## src/rtl/bsidw_pkg.sv

```systemverilog
`timescale 1ns / 1ps
// ----------------------------------------------------------------------------
// bsidw_pkg
// Shared types and constants of the blend-space inverse-distance weight core.
// ----------------------------------------------------------------------------
package bsidw_pkg;

  localparam int MaxSamples = 16;
  localparam int IdxW       = $clog2(MaxSamples);
  localparam int CntW       = IdxW + 1;
  localparam int CoordW     = 16;
  localparam int SqW        = 2 * (CoordW + 1);
  localparam int InvW       = 24;
  localparam int SumW       = InvW + IdxW;
  localparam int DivNumW    = InvW + 16;
  localparam int StepW      = $clog2(DivNumW + 1);
  localparam int RootStepW  = $clog2(SqW / 2 + 1);
  localparam int WeightW    = 17;
  localparam int CfgIdxW    = 3;

  typedef enum logic [1:0] {
    OP_ADD    = 2'd0,
    OP_REMOVE = 2'd1,
    OP_EVAL   = 2'd2,
    OP_UNUSED = 2'd3
  } opcode_t;

  typedef enum logic [2:0] {
    ST_OK         = 3'd0,
    ST_EMPTY_CLIP = 3'd1,
    ST_DUPLICATE  = 3'd2,
    ST_FULL       = 3'd3,
    ST_NOT_FOUND  = 3'd4,
    ST_NO_WEIGHTS = 3'd5
  } status_t;

  typedef enum logic [CfgIdxW-1:0] {
    CFG_TWO_D_MODE  = 3'd0,
    CFG_AXIS_LOW_X  = 3'd1,
    CFG_AXIS_HIGH_X = 3'd2,
    CFG_AXIS_LOW_Y  = 3'd3,
    CFG_AXIS_HIGH_Y = 3'd4,
    CFG_EXACT_THR   = 3'd5
  } cfg_index_t;

  localparam logic [DivNumW-1:0] InvNumerator = DivNumW'(1) << (DivNumW - 1);
  localparam logic [StepW-1:0]   InvSteps     = StepW'(InvW);
  localparam logic [StepW-1:0]   WeightSteps  = StepW'(DivNumW);

endpackage

```

## src/rtl/blend_space_idw_weights_core.sv

```systemverilog
`timescale 1ns / 1ps
// ----------------------------------------------------------------------------
// blend_space_idw_weights_core
// Sample table with add/remove and Shepard inverse-distance weight evaluation.
// ----------------------------------------------------------------------------
// Requests enter on in_valid/in_ready and carry opcode, clip_id, pos_x, pos_y.
// Results leave on out_valid/out_ready as status, clip_out, weight, last.
// Registers are written on cfg_valid/cfg_ready (always ready) by cfg_index.
// One request is worked at a time; in_ready is high only while idle.
// Add and remove scan the table one entry a cycle, remove then moves later
// entries down one a cycle; each gives a single result.
// Evaluate runs per sample: square (one shared multiplier), compare with the
// exact threshold, a 17-step bit-pair square root and a 24-step restoring
// division for the inverse. Each weight then takes a 40-step pass of
// the same divider plus load, output and handshake. A full table holds
// 16 samples. The divider is the dominant unit.
// A stalled receiver holds the result register and the sequencer waits.
// Reset empties the table and restores the register defaults; the table
// contents themselves are not cleared, entries are written before use.
// ----------------------------------------------------------------------------
module blend_space_idw_weights_core
  import bsidw_pkg::*;
(
  input  logic                     clk,
  input  logic                     rst,
  input  logic                     in_valid,
  output logic                     in_ready,
  input  logic [1:0]               opcode,
  input  logic [15:0]              clip_id,
  input  logic signed [CoordW-1:0] pos_x,
  input  logic signed [CoordW-1:0] pos_y,
  output logic                     out_valid,
  input  logic                     out_ready,
  output logic [2:0]               status,
  output logic [15:0]              clip_out,
  output logic [WeightW-1:0]       weight,
  output logic                     last,
  input  logic                     cfg_valid,
  output logic                     cfg_ready,
  input  logic [CfgIdxW-1:0]       cfg_index,
  input  logic [15:0]              cfg_data
);

  typedef enum logic [3:0] {
    S_IDLE, S_SCAN, S_SHIFT, S_SQX, S_SQY, S_CHK, S_ROOT, S_DIV, S_STORE,
    S_WLOAD, S_WOUT, S_RESP
  } state_t;

  state_t state;

  // configuration
  logic                     two_d_mode;
  logic signed [CoordW-1:0] axis_low_x, axis_high_x, axis_low_y, axis_high_y;
  logic [15:0]              exact_threshold;

  // table
  logic [15:0]              entry_clip [MaxSamples];
  logic signed [CoordW-1:0] entry_x    [MaxSamples];
  logic signed [CoordW-1:0] entry_y    [MaxSamples];
  logic [InvW-1:0]          inverse_store [MaxSamples];
  logic [CntW-1:0]          entry_count;

  // request and working registers
  logic [1:0]               op;
  logic [15:0]              clip;
  logic signed [CoordW-1:0] qx, qy;
  logic [CntW-1:0]          idx;
  logic [SqW-1:0]           d2;
  logic [SqW-1:0]           rad;
  logic [SqW-1:0]           root;
  logic [RootStepW-1:0]     rstep;
  logic [DivNumW-1:0]       num;
  logic [SumW-1:0]          rem;
  logic [SumW-1:0]          divisor;
  logic [StepW-1:0]         dstep;
  logic                     div_weight;
  logic [SumW-1:0]          sum;
  logic                     more;

  // single table read port
  logic [IdxW-1:0]          rd_addr;
  logic [15:0]              rd_clip;
  logic signed [CoordW-1:0] rd_x, rd_y;
  logic [CntW-1:0]          idx_inc;

  assign idx_inc = idx + CntW'(1);
  assign rd_addr = (state == S_SHIFT) ? idx_inc[IdxW-1:0] : idx[IdxW-1:0];
  assign rd_clip = entry_clip[rd_addr];
  assign rd_x    = entry_x[rd_addr];
  assign rd_y    = entry_y[rd_addr];

  // input clamp, bounds ordered here
  logic signed [CoordW-1:0] lox, hix, loy, hiy, cx, cy;
  always_comb begin
    lox = (axis_low_x < axis_high_x) ? axis_low_x : axis_high_x;
    hix = (axis_low_x < axis_high_x) ? axis_high_x : axis_low_x;
    loy = (axis_low_y < axis_high_y) ? axis_low_y : axis_high_y;
    hiy = (axis_low_y < axis_high_y) ? axis_high_y : axis_low_y;
    cx  = (pos_x < lox) ? lox : ((pos_x > hix) ? hix : pos_x);
    cy  = (pos_y < loy) ? loy : ((pos_y > hiy) ? hiy : pos_y);
  end

  // shared squaring multiplier
  logic signed [CoordW:0] diff;
  logic [CoordW:0]        mag;
  logic [SqW-1:0]         sq;
  always_comb begin
    if (state == S_SQY) begin
      diff = (CoordW+1)'(qy) - (CoordW+1)'(rd_y);
    end else begin
      diff = (CoordW+1)'(qx) - (CoordW+1)'(rd_x);
    end
    mag = diff[CoordW] ? (CoordW+1)'(-diff) : diff;
    sq  = SqW'(mag) * SqW'(mag);
  end

  // root step
  logic [SqW-1:0] rbit, rtry;
  assign rbit = SqW'(1) << {rstep, 1'b0};
  assign rtry = root + rbit;

  // divider step, the inverse pass divides by the finished root directly
  logic [SumW-1:0] dvs;
  logic [SumW:0]   rem_t;
  logic            rem_ge;
  assign dvs    = div_weight ? divisor : SumW'(root);
  assign rem_t  = {rem, num[DivNumW-1]};
  assign rem_ge = rem_t >= {1'b0, dvs};

  assign in_ready  = (state == S_IDLE);
  assign out_valid = (state == S_RESP);
  assign cfg_ready = 1'b1;

  always_ff @(posedge clk) begin
    if (rst) begin
      state           <= S_IDLE;
      entry_count     <= '0;
      two_d_mode      <= 1'b1;
      axis_low_x      <= 16'sh8000;
      axis_high_x     <= 16'sh7FFF;
      axis_low_y      <= 16'sh8000;
      axis_high_y     <= 16'sh7FFF;
      exact_threshold <= '0;
    end else begin
      if (cfg_valid) begin
        case (cfg_index)
          CFG_TWO_D_MODE:  two_d_mode      <= cfg_data[0];
          CFG_AXIS_LOW_X:  axis_low_x      <= cfg_data;
          CFG_AXIS_HIGH_X: axis_high_x     <= cfg_data;
          CFG_AXIS_LOW_Y:  axis_low_y      <= cfg_data;
          CFG_AXIS_HIGH_Y: axis_high_y     <= cfg_data;
          CFG_EXACT_THR:   exact_threshold <= cfg_data;
          default: ;
        endcase
      end

      case (state)
        S_IDLE: begin
          if (in_valid) begin
            op       <= opcode;
            clip     <= clip_id;
            idx      <= '0;
            sum      <= '0;
            more     <= 1'b0;
            last     <= 1'b1;
            weight   <= '0;
            clip_out <= clip_id;
            case (opcode)
              OP_ADD: begin
                qx <= pos_x;
                qy <= pos_y;
                if (clip_id == 16'd0) begin
                  status <= ST_EMPTY_CLIP;
                  state  <= S_RESP;
                end else begin
                  state <= S_SCAN;
                end
              end
              OP_REMOVE: state <= S_SCAN;
              OP_EVAL: begin
                qx <= cx;
                qy <= cy;
                if (entry_count == '0) begin
                  status   <= ST_NO_WEIGHTS;
                  clip_out <= '0;
                  state    <= S_RESP;
                end else begin
                  state <= S_SQX;
                end
              end
              default: ;
            endcase
          end
        end

        S_SCAN: begin
          if (idx == entry_count) begin
            if (op == OP_ADD) begin
              if (entry_count >= CntW'(MaxSamples)) begin
                status <= ST_FULL;
              end else begin
                entry_clip[entry_count[IdxW-1:0]] <= clip;
                entry_x[entry_count[IdxW-1:0]]    <= qx;
                entry_y[entry_count[IdxW-1:0]]    <= qy;
                entry_count <= entry_count + CntW'(1);
                status      <= ST_OK;
              end
            end else begin
              status <= ST_NOT_FOUND;
            end
            state <= S_RESP;
          end else if (rd_clip == clip) begin
            if (op == OP_ADD) begin
              status <= ST_DUPLICATE;
              state  <= S_RESP;
            end else begin
              state <= S_SHIFT;
            end
          end else begin
            idx <= idx_inc;
          end
        end

        S_SHIFT: begin
          if (idx_inc < entry_count) begin
            entry_clip[idx[IdxW-1:0]] <= rd_clip;
            entry_x[idx[IdxW-1:0]]    <= rd_x;
            entry_y[idx[IdxW-1:0]]    <= rd_y;
            idx <= idx_inc;
          end else begin
            entry_count <= entry_count - CntW'(1);
            status      <= ST_OK;
            state       <= S_RESP;
          end
        end

        S_SQX: begin
          d2    <= sq;
          state <= S_SQY;
        end

        S_SQY: begin
          if (two_d_mode) begin
            d2 <= d2 + sq;
          end
          state <= S_CHK;
        end

        S_CHK: begin
          if (d2 <= SqW'(exact_threshold)) begin
            status   <= ST_OK;
            clip_out <= rd_clip;
            weight   <= WeightW'(1) << 16;
            state    <= S_RESP;
          end else begin
            rad   <= d2;
            root  <= '0;
            rstep <= RootStepW'(SqW / 2 - 1);
            state <= S_ROOT;
          end
        end

        S_ROOT: begin
          if (rad >= rtry) begin
            rad  <= rad - rtry;
            root <= (root >> 1) + rbit;
          end else begin
            root <= root >> 1;
          end
          if (rstep == '0) begin
            num        <= InvNumerator;
            rem        <= '0;
            dstep      <= InvSteps;
            div_weight <= 1'b0;
            state      <= S_DIV;
          end else begin
            rstep <= rstep - RootStepW'(1);
          end
        end

        S_DIV: begin
          if (rem_ge) begin
            rem <= SumW'(rem_t - {1'b0, dvs});
            num <= {num[DivNumW-2:0], 1'b1};
          end else begin
            rem <= rem_t[SumW-1:0];
            num <= {num[DivNumW-2:0], 1'b0};
          end
          dstep <= dstep - StepW'(1);
          if (dstep == StepW'(1)) begin
            state <= div_weight ? S_WOUT : S_STORE;
          end
        end

        S_STORE: begin
          inverse_store[idx[IdxW-1:0]] <= num[InvW-1:0];
          sum <= sum + SumW'(num[InvW-1:0]);
          if (idx_inc == entry_count) begin
            idx   <= '0;
            state <= S_WLOAD;
          end else begin
            idx   <= idx_inc;
            state <= S_SQX;
          end
        end

        S_WLOAD: begin
          if (sum == '0) begin
            status   <= ST_NO_WEIGHTS;
            clip_out <= '0;
            state    <= S_RESP;
          end else begin
            num        <= {inverse_store[idx[IdxW-1:0]], 16'd0};
            rem        <= '0;
            divisor    <= sum;
            dstep      <= WeightSteps;
            div_weight <= 1'b1;
            state      <= S_DIV;
          end
        end

        S_WOUT: begin
          status   <= ST_OK;
          clip_out <= rd_clip;
          weight   <= num[WeightW-1:0];
          last     <= (idx_inc == entry_count);
          more     <= (idx_inc != entry_count);
          state    <= S_RESP;
        end

        S_RESP: begin
          if (out_ready) begin
            if (more) begin
              idx   <= idx_inc;
              state <= S_WLOAD;
            end else begin
              state <= S_IDLE;
            end
          end
        end

        default: state <= S_IDLE;
      endcase
    end
  end

  // checks
  a_count_range: assert property (@(posedge clk) disable iff (rst)
    entry_count <= CntW'(MaxSamples))
    else $error("entry count beyond table size");

  a_no_weights_shape: assert property (@(posedge clk) disable iff (rst)
    out_valid && (status == ST_NO_WEIGHTS) |-> last && (weight == '0) && (clip_out == '0))
    else $error("no-weights result malformed");

  a_weight_le_one: assert property (@(posedge clk) disable iff (rst)
    out_valid |-> weight <= (WeightW'(1) << 16))
    else $error("weight above one");

  a_bad_op_idle: assert property (@(posedge clk) disable iff (rst)
    in_valid && in_ready && (opcode == OP_UNUSED) |=> in_ready)
    else $error("unused opcode started work");

endmodule

```

## config.mk

```make
export PLATFORM = sky130hd
export DESIGN_NAME = blend_space_idw_weights_core
export DESIGN_NICKNAME = d
export VERILOG_FILES = /design/src/rtl/bsidw_pkg.sv /design/src/rtl/blend_space_idw_weights_core.sv
export SDC_FILE = /design/constraint.sdc
export NUM_CORES = 2
export LEC_CHECK = 0
export ABC_AREA = 1
export BUFFER_PORTS_ARGS = -buffer_cell sky130_fd_sc_hd__buf_2
export CORE_MARGIN = 2
export CORE_UTILIZATION = 65
export CTS_BUF_LIST = sky130_fd_sc_hd__clkbuf_4 sky130_fd_sc_hd__clkbuf_8
export CTS_CLUSTER_SIZE = 25
export DETAILED_ROUTE_END_ITERATION = 16
export PLACE_DENSITY = 0.82
export SKIP_LAST_GASP = 1
export SLEW_MARGIN = 20
export SYNTH_ARGS = -nofsm -noshare
export SYNTH_HDL_FRONTEND = slang
export SYNTH_SLANG_ARGS = --single-unit
```

## constraint.sdc

```tcl
create_clock -name clk -period 16.35 [get_ports clk]
set_input_delay 1.635 -clock clk [delete_from_list [all_inputs] [get_ports clk]]
set_output_delay 1.635 -clock clk [all_outputs]
set_load 0.03 [all_outputs]
```

==> summary.md <==
| Metric | Value |
|---|---|
| Status | completed |
| Max-cap viol count | 0 |
| Via count | between 60000 and 70000 |
| Most used DFF post-synth | edfxtp_1 |
| Number of flops mapped to enable cells by yosys | 1483 |
| Initial core utilization | 0.656 |
| CTS tree | yes |
| Sequential area share after synthesis | 0.545 |
| RSZ-0062 raised after global routing | no |
| Clk_skew | 71.0 ps |
| Tmin final | 14440 ps |
| Die Wd | 366 µm |
| FF-to-FF Start | idx[0] |
| Worst skew pair latency | between 900 and 1000 ps |
| Netlist cell types | 66 |
| CP arrival | 15100 ps |
| Post-route setup slack | 1910 ps |
| P&R area growth vs syn | 8.73% |
| Vias per std cell | 6.26 |
| Pre-CTS setup slack | between 2000 and 2500 ps |
| Initial antenna violation count | 27 |
| # Post-CTS Setup Buffers | 0 |
| Total die area | 134000 µm² |
| Final setup viols | 0 |
| CTS Hold Bufs | 0 |
| Overflow after GRT | 0 |
| DRT iter0 DRCs | 8680 |
| Final Max Slew Viols | 0 |
| Worst setup path startpoint | idx[0] |
| Cell area after synthesis | between 80000 and 90000 µm² |
| Core box area | 130000 µm² |
| H-tree depth | 4 |
| Avg WL per Cell | around 22 µm |
| Cts repair resizes | 0 |
| CP Launch Type | flop |
| Post-DP HPWL | 153000 µm |
| Mapped Cells | between 8000 and 9000 |
| Routability cong. | 0.985 |
| Flops & latches, synth | about 1600 |
| Root Buffer | clkbuf_8 |
| First-pass GRT wire length | 360000 µm |
| Final Hold Fails | 0 |
| Setup tns final | 0 ps |
| Io pins | ~110 |
| CP endpoint kind | flop |
| Worst-Margin Slew | 1150 ps |
| DRT Pass-1 Iters | 9 |
| TritonCTS buffer count | 240 |
| Hold Startpoint | exact_threshold[4] |
| Remaining DRCs | 0 |
| F_max | 0.0692 GHz |
| Number of port buffers | ~110 |
| Most used cell, CP | inv_1 |
| Yosys warns | 0 |
| Number of global-route vias before repair | between 60000 and 70000 |
| Min-Delay Path Class | reg2reg |
| Clock transition at the registers of the reported paths | 70 ps |
| Maximum fanout along the worst path | 49 |
| Crit path kind | reg2reg |
| Maximum number of pins on one net before global-route repair | 151 |
| Worst R2R Setup Slack | 1910 ps |
| Layout cell share with drive strength beyond 1 | 0.0874 |
| Tot GR Track Use | 0.346 |
| Async SR Flop Fraction | 0 |
| TritonCTS Sinks | 1577 |
| FP Rows | approximately 130 |
| Post-route ant nets | 0 |
| Syn Area/Cell | 10.1 µm² |
| CP required | approximately 17000 ps |
| Worst slew margin | 0.227 |
| DRT Wirelength | between 200000 and 250000 µm |
| Nets@finish | 9259 |
| Fin crit share | 0.883 |
| DIE HEIGHT | 366 µm |
| Worst path max stage delay | 700 ps |
| Critical-path top delay cell | o21ai_4 |
| Deepest clock path buffer count | 3 |
flip-flops by register name, summed over array words and instances, names as in the netlist, 16 cells and up, named ones only:
name and count:
axis_high_x 16, axis_high_y 16, axis_low_x 16, axis_low_y 16
clip 16, clip_out 16, d2 34, divisor 28
entry_clip 256, entry_x 256, entry_y 256, exact_threshold 16
inverse_store 384, num 40, qx 16, qy 16
rad 34, rem 28, root 34, sum 28
weight 17
final cells by class:
class | instances | area (µm²)
Antenna cell | 19 | 47.5
Clock buffer | 313 | 3910
Clock inverter | 110 | 886
Fill cell | 9081 | 37100
Inverter | 856 | 3220
Multi-Input combinational cell | 5661 | 34300
Sequential cell | 1577 | 46400
Tap cell | 1742 | 2180
Timing Repair Buffer | 239 | 1570
per-layer routing:
layer	routed length, µm	share of wire	track usage	vias up
li1	-	-	-	29795
met1	89900	0.38	0.479	31387
met2	107000	0.46	0.540	4001
met3	27600	0.12	0.0658	682
met4	9770	0.042	0.145	14
met5	82	0.00035	0	-
cell families (layout without fill, tap and decap cells):
| family | Yosys count | in the layout | share of synthesized area |
|---|---|---|---|
| buffers and inverters | 1224 | 1518 | 0.0557 |
| AOI/OAI and AO/OA | 1871 | 1871 | 0.126 |
| DFF | 1577 | 1577 | 0.545 |
| xor gates and xnor gates | 201 | 201 | 0.0211 |
| muxes | 11 | 11 | 0.00129 |
| other | 2 | 32 | 0.0000882 |
| adders and majority gates | 610 | 610 | 0.107 |
| and+or+nand+nor | 2955 | 2955 | 0.144 |
critical path: cells and delay by family, from the launching register on:
family	cells	cell delay, ps
XOR/XNOR	1	190
adder cells (fa/ha/maj)	11	4830
AO/OA/AOI/OAI	13	3290
flip-flops	1	550
buffers and inverters	13	2110
AND/OR/NAND/NOR	25	3080
worst paths after layout:
| check | cells after the start | to |
|---|---|---|
| max | 63 | d2[33] |
| min | 2 | exact_threshold[4] |
| max reg2reg | 63 | d2[33] |
| min reg2reg | 2 | exact_threshold[4] |
per-stage QoR:
stage / instances / hold WS (ps) / cell area (µm²) / util
2_1_floorplan: 8462 / 429 / 85100 / -
3_3_place_gp: 10073 / 451 / 87600 / 0.676
3_5_place_dp: 10073 / 455 / 87600 / 0.676
4_1_cts: 10496 / 465 / 92400 / 0.713
5_1_grt: 10502 / 489 / 92500 / 0.713
6_report: 10517 / 461 / 92500 / 0.714
Yosys cell counts (all sizes together), types with 2 or more instances:
library cell	count	area, µm²
nor2	977	3770
nor3	35	180
o221ai	152	1330
nand3	482	2470
xor2	120	1080
a211oi	13	97.6
conb	2	7.51
nor4	26	163
nand3b	6	45.0
o21bai	16	120
xnor2	81	709
buf	70	404
a22o	2	17.5
and3	2	12.5
a31oi	22	138
a21o	5	37.5
inv	846	3180
nand2	1353	5140
clkinv	10	38.8
o31ai	13	97.6
ha	414	5180
clkbuf	298	1120
fa	196	3920
a21oi	396	1990
a22oi	9	67.6
o211ai	87	653
edfxtp	1483	44500
o21a	21	158
dfxtp	94	1880
o21ai	1008	5080
nand4	53	332
mux2i	11	110
or2	17	106
and2	2	12.5
a21boi	6	45.0
a32o	15	150
o2111ai	5	43.8
o22ai	90	563
a221oi	4	35.0
placed cells by master (no fill, tap or decap), types with 80 or more instances in the layout:
| master | count |
|---|---|
| edfxtp_1 | 1483 |
| nand2_1 | 1335 |
| o21ai_0 | 988 |
| nor2_1 | 912 |
| inv_1 | 822 |
| nand3_1 | 470 |
| ha_1 | 414 |
| a21oi_1 | 394 |
| clkbuf_8 | 250 |
| fa_1 | 196 |
| o221ai_1 | 152 |
| buf_4 | 124 |
| xor2_1 | 117 |
| buf_2 | 112 |
| dfxtp_1 | 91 |
| o22ai_1 | 90 |
| o211ai_1 | 87 |
| xnor2_1 | 80 |
Power is not shown: default switching activity piles up to over one toggle a cycle in this logic, so the estimate is an artifact.
